**config.mk**
```make
export PLATFORM = sky130hd
export DESIGN_NAME = iorej_store
export DESIGN_NICKNAME = d
export VERILOG_FILES = /design/src/sv/iorej_pkg.sv /design/src/sv/iorej_store.sv
export SDC_FILE = /design/constraint.sdc
export NUM_CORES = 1
export LEC_CHECK = 0
export BUFFER_PORTS_ARGS = -buffer_cell sky130_fd_sc_hd__buf_2
export CORE_UTILIZATION = 50
export CTS_CLUSTER_DIAMETER = 120
export CTS_CLUSTER_SIZE = 12
export DETAILED_ROUTE_END_ITERATION = 12
export GPL_ROUTABILITY_DRIVEN = 0
export HOLD_SLACK_MARGIN = 0.12
export PLACE_DENSITY_LB_ADDON = 0.3
export REMOVE_ABC_BUFFERS = 1
export SETUP_SLACK_MARGIN = 0.2
export SLEW_MARGIN = 20
export SYNTH_ARGS = -nofsm -noshare
export SYNTH_HDL_FRONTEND = slang
export SYNTH_SLANG_ARGS = --single-unit
```
**constraint.sdc**
```tcl
create_clock -name clk -period 8.6 [get_ports clk]
set_input_delay 1.29 -clock clk [delete_from_list [all_inputs] [get_ports clk]]
set_output_delay 1.29 -clock clk [all_outputs]
set_load 0.02 [all_outputs]
```
**src/sv/iorej_pkg.sv**
```systemverilog
// ----------------------------------------------------------------------------
// iorej_pkg: shared constants and types for iterative outlier rejection
// sizes of the sample store and the write transaction into it
// ----------------------------------------------------------------------------
package iorej_pkg;

	// store depth and sample width
	localparam int DEPTH       = 16;
	localparam int SAMPLE_BITS = 24;
	localparam int AW          = $clog2(DEPTH);
	localparam int CW          = $clog2(DEPTH + 1);

	// write transaction into the sample store
	typedef struct packed {
		logic                          en;
		logic [AW-1:0]                 addr;
		logic signed [SAMPLE_BITS-1:0] data;
	} store_wr_t;

endpackage

```
**src/sv/iorej_store.sv**
```systemverilog
// ----------------------------------------------------------------------------
// iorej_store: sample store
// one write port, one registered read port
// ----------------------------------------------------------------------------
module iorej_store (
	input  logic                                   clk,
	input  iorej_pkg::store_wr_t                   wr,
	input  logic [iorej_pkg::AW-1:0]               rd_addr,
	output logic signed [iorej_pkg::SAMPLE_BITS-1:0] rd_data
);

	logic signed [iorej_pkg::SAMPLE_BITS-1:0] mem_q [iorej_pkg::DEPTH];

	// write and registered read
	always_ff @(posedge clk) begin
		if (wr.en) begin
			mem_q[wr.addr] <= wr.data;
		end
		rd_data <= mem_q[rd_addr];
	end

endmodule

```
==> flow_summary.json <==
{
  "cts-htree-levels": 2,
  "finalClockSkew_ns": 0.00682,
  "drive_above_1_share_pct": 31.6,
  "powerDensity_nw_per_um2": 236,
  "dr_wl_cell_um": 27.4,
  "wire_length_of_the_first_global_routing_pass_mm": 46.1,
  "area_growth_pct": 13.1,
  "syn_inst": 636,
  "clk_transition_reported_paths_ns": 0.06,
  "leakagePower_nw": 5.41,
  "synthTopCellsByCount": "384 x sky130_fd_sc_hd__edfxtp_1, 96 x sky130_fd_sc_hd__mux4_2, 48 x sky130_fd_sc_hd__a22oi_1",
  "holdPathStages": 3,
  "number_of_antenna_violations_at_the_first_check_in_global_routing": 2,
  "clockRootBuffer": "sky130_fd_sc_hd__clkbuf_16",
  "synth.area.top_cells": "sky130_fd_sc_hd__edfxtp_1 77%, sky130_fd_sc_hd__mux4_2 14%, sky130_fd_sc_hd__dfxtp_1 3.2%",
  "chipWidth_um": 175,
  "critical_path_peak_fanout": 49,
  "finish.net_count": 757,
  "reg2reg_slack_ns": 7.30,
  "grt_overflow": 0,
  "post_cts.resized_instances": 0,
  "number_of_clock_buffers_inserted_by_tritoncts": 39,
  "setup_viol": 0,
  "status": "finished clean",
  "power.total_mw": 3.99,
  "post-synth-top-area-fraction_pct": 77.2,
  "critPathKind": "in -> reg",
  "synth-main-ff-cell": "sky130_fd_sc_hd__edfxtp_1",
  "place_area_um2": 15800,
  "post-cts-setup-buffer-count": 0,
  "seq_area_um2": 12000,
  "ir_drop_worst_case_vdd_mv": 0.178,
  "slew-limit-headroom_pct": 30.0,
  "finalSetupTns_ns": 0,
  "timing.rr.start": "mem_q[11][15]",
  "cts_hold_buf": 0,
  "port-buffer-count": 57,
  "clock_insertion_delay_worst_skew_ns": 0.51,
  "finish.utilization_pct": 58.2,
  "synth-async-reset-ratio_pct": 0,
  "floorplan.initialDensity_pct": 51.5,
  "syn_area_um2": 14900,
  "ios": 58,
  "tritoncts": "yes",
  "synth_top_cell_by_area": "sky130_fd_sc_hd__edfxtp_1",
  "remaining_drc_errors": 0,
  "hpwl_mm": 15.5,
  "grt_start_max_net_pins": 73,
  "holdCritStartpoint": "mem_q[14][12]",
  "startpoint_type": "input pin",
  "rsz0062_at_grt": "false",
  "post-route-period-util_pct": 37.9,
  "first_pass_iters": 5,
  "final_antenna_net_count": 0,
  "routed_via_density": 5.99,
  "via_count_of_the_first_global_routing_pass": 7259,
  "yosysSeqAreaShare_pct": 80.4,
  "min_to": "rd_data[12]",
  "cts.path.max_buffers": 3,
  "worst_ep_required_time_ns": 8.99,
  "multi_input_logic_area_um2": 2800,
  "number_of_synthesized_flops_with_an_enable_pin": 384,
  "track_usage_pct": 21.2,
  "detailedRoute.firstIterationViolations": 655,
  "ys_warn_count": 0,
  "upper_clock_frequency_limit_ghz": 0.307,
  "end_kind": "flop",
  "worst_hold_slack_ns": 0.667,
  "synthesis.area_per_instance_um2": 23.5,
  "vias": 6798,
  "post-synth-top-count-cell": "sky130_fd_sc_hd__edfxtp_1",
  "final.fill_count": 2117,
  "numClockSinks": 408,
  "core-area_um2": 29000,
  "hold_path.class": "reg -> reg",
  "max_cap_violations": 0,
  "post-route-cell-area_um2": 16900,
  "period_needed_ns": 3.26,
  "rows": 62,
  "worst_r2r_path_depth": 3,
  "wp_data_arrival_ns": 3.65,
  "route.final.wire_length_mm": 31.1,
  "yosys_register_bits": 408,
  "drv_slew": 0,
  "fp.dieArea_um2": 30600,
  "diodes": 0,
  "tightest_slew_ns": 1.05,
  "regToRegEndpoint": "rd_data[15]",
  "yosysUniqueCellTypes": 16,
  "hold_viol_final": 0,
  "die_height_um": 175
}
-- cells in the final DEF, fill, tap and decap left out --
cell / count
sky130_fd_sc_hd__nand3_1: 1
sky130_fd_sc_hd__mux4_2: 96
sky130_fd_sc_hd__buf_4: 23
sky130_fd_sc_hd__a22oi_1: 48
sky130_fd_sc_hd__edfxtp_1: 384
sky130_fd_sc_hd__dfxtp_1: 24
sky130_fd_sc_hd__nor3_2: 4
sky130_fd_sc_hd__nand2b_1: 2
sky130_fd_sc_hd__buf_2: 55
sky130_fd_sc_hd__and2_2: 1
sky130_fd_sc_hd__nand2_1: 25
sky130_fd_sc_hd__clkbuf_1: 28
sky130_fd_sc_hd__buf_6: 1
sky130_fd_sc_hd__or3b_2: 1
sky130_fd_sc_hd__clkbuf_16: 41
sky130_fd_sc_hd__nor2_2: 13
sky130_fd_sc_hd__nor2b_2: 2
sky130_fd_sc_hd__nand3b_1: 2
-- cells by family (layout without fill, tap and decap cells) --
group | count (synthesis) | in the layout | synth area share [%]
AOI/OAI and AO/OA | 48 | 48 | 2.41
buffers and inverters | 33 | 148 | 1.16
DFF | 408 | 408 | 80.4
muxes | 96 | 96 | 14.5
and+or+nand+nor | 51 | 51 | 1.49
-- final cells by class --
cell class	instances	share of cell area [%]
multi-input cells	195	16.6
well taps	384	2.85
repair buffers	79	2.72
clock buffers	69	6.70
flip-flops and latches	408	71.1
-- through the flow --
step | setup slack (ns) | instances
2_1_floorplan | 4.69 | 603
3_3_place_gp | 4.77 | 1066
3_5_place_dp | 4.71 | 1066
4_1_cts | 5.26 | 1135
5_1_grt | 5.09 | 1135
6_report | 5.34 | 1135
-- metal layers --
metal	share of wire, %	track usage [%]	vias to the layer above
li1	-	-	2871
met2	50	33.8	253
met1	42	30.2	3607
met4	2.3	6.74	4
met5	0.10	0	-
met3	6.3	3.70	63
-- worst max path at each step --
stage / from / endpoint / slack, ns
6_report: rd_addr[0] / rd_data[15] / 5.34
5_1_grt: rd_addr[0] / rd_data[15] / 5.09
4_1_cts: rd_addr[0] / rd_data[15] / 5.26
3_5_place_dp: rd_addr[0] / rd_data[15] / 4.71
3_3_place_gp: rd_addr[0] / rd_data[18] / 4.77
2_1_floorplan: wr[26] / mem_q[0][0] / 4.69
-- flip-flops by register name, summed over array words and instances (netlist names) --
signal   cells
mem_q      384
rd_data     24
-- report_power, final --
part	internal [mW]	leakage, nW	switching, mW
Clock	0.886	0.538	0.663
Combinational	0.0789	1.20	0.122
Sequential	2.22	3.67	0.0141
Total	3.19	5.41	0.799
-- critical path, cell delays in order --
cell	delay [ns]
sky130_fd_sc_hd__buf_6	0.50
sky130_fd_sc_hd__buf_4	0.88
sky130_fd_sc_hd__mux4_2	0.60
sky130_fd_sc_hd__a22oi_1	0.22
sky130_fd_sc_hd__nand2_1	0.11
Note: power is estimated with default switching activity, not from simulation.
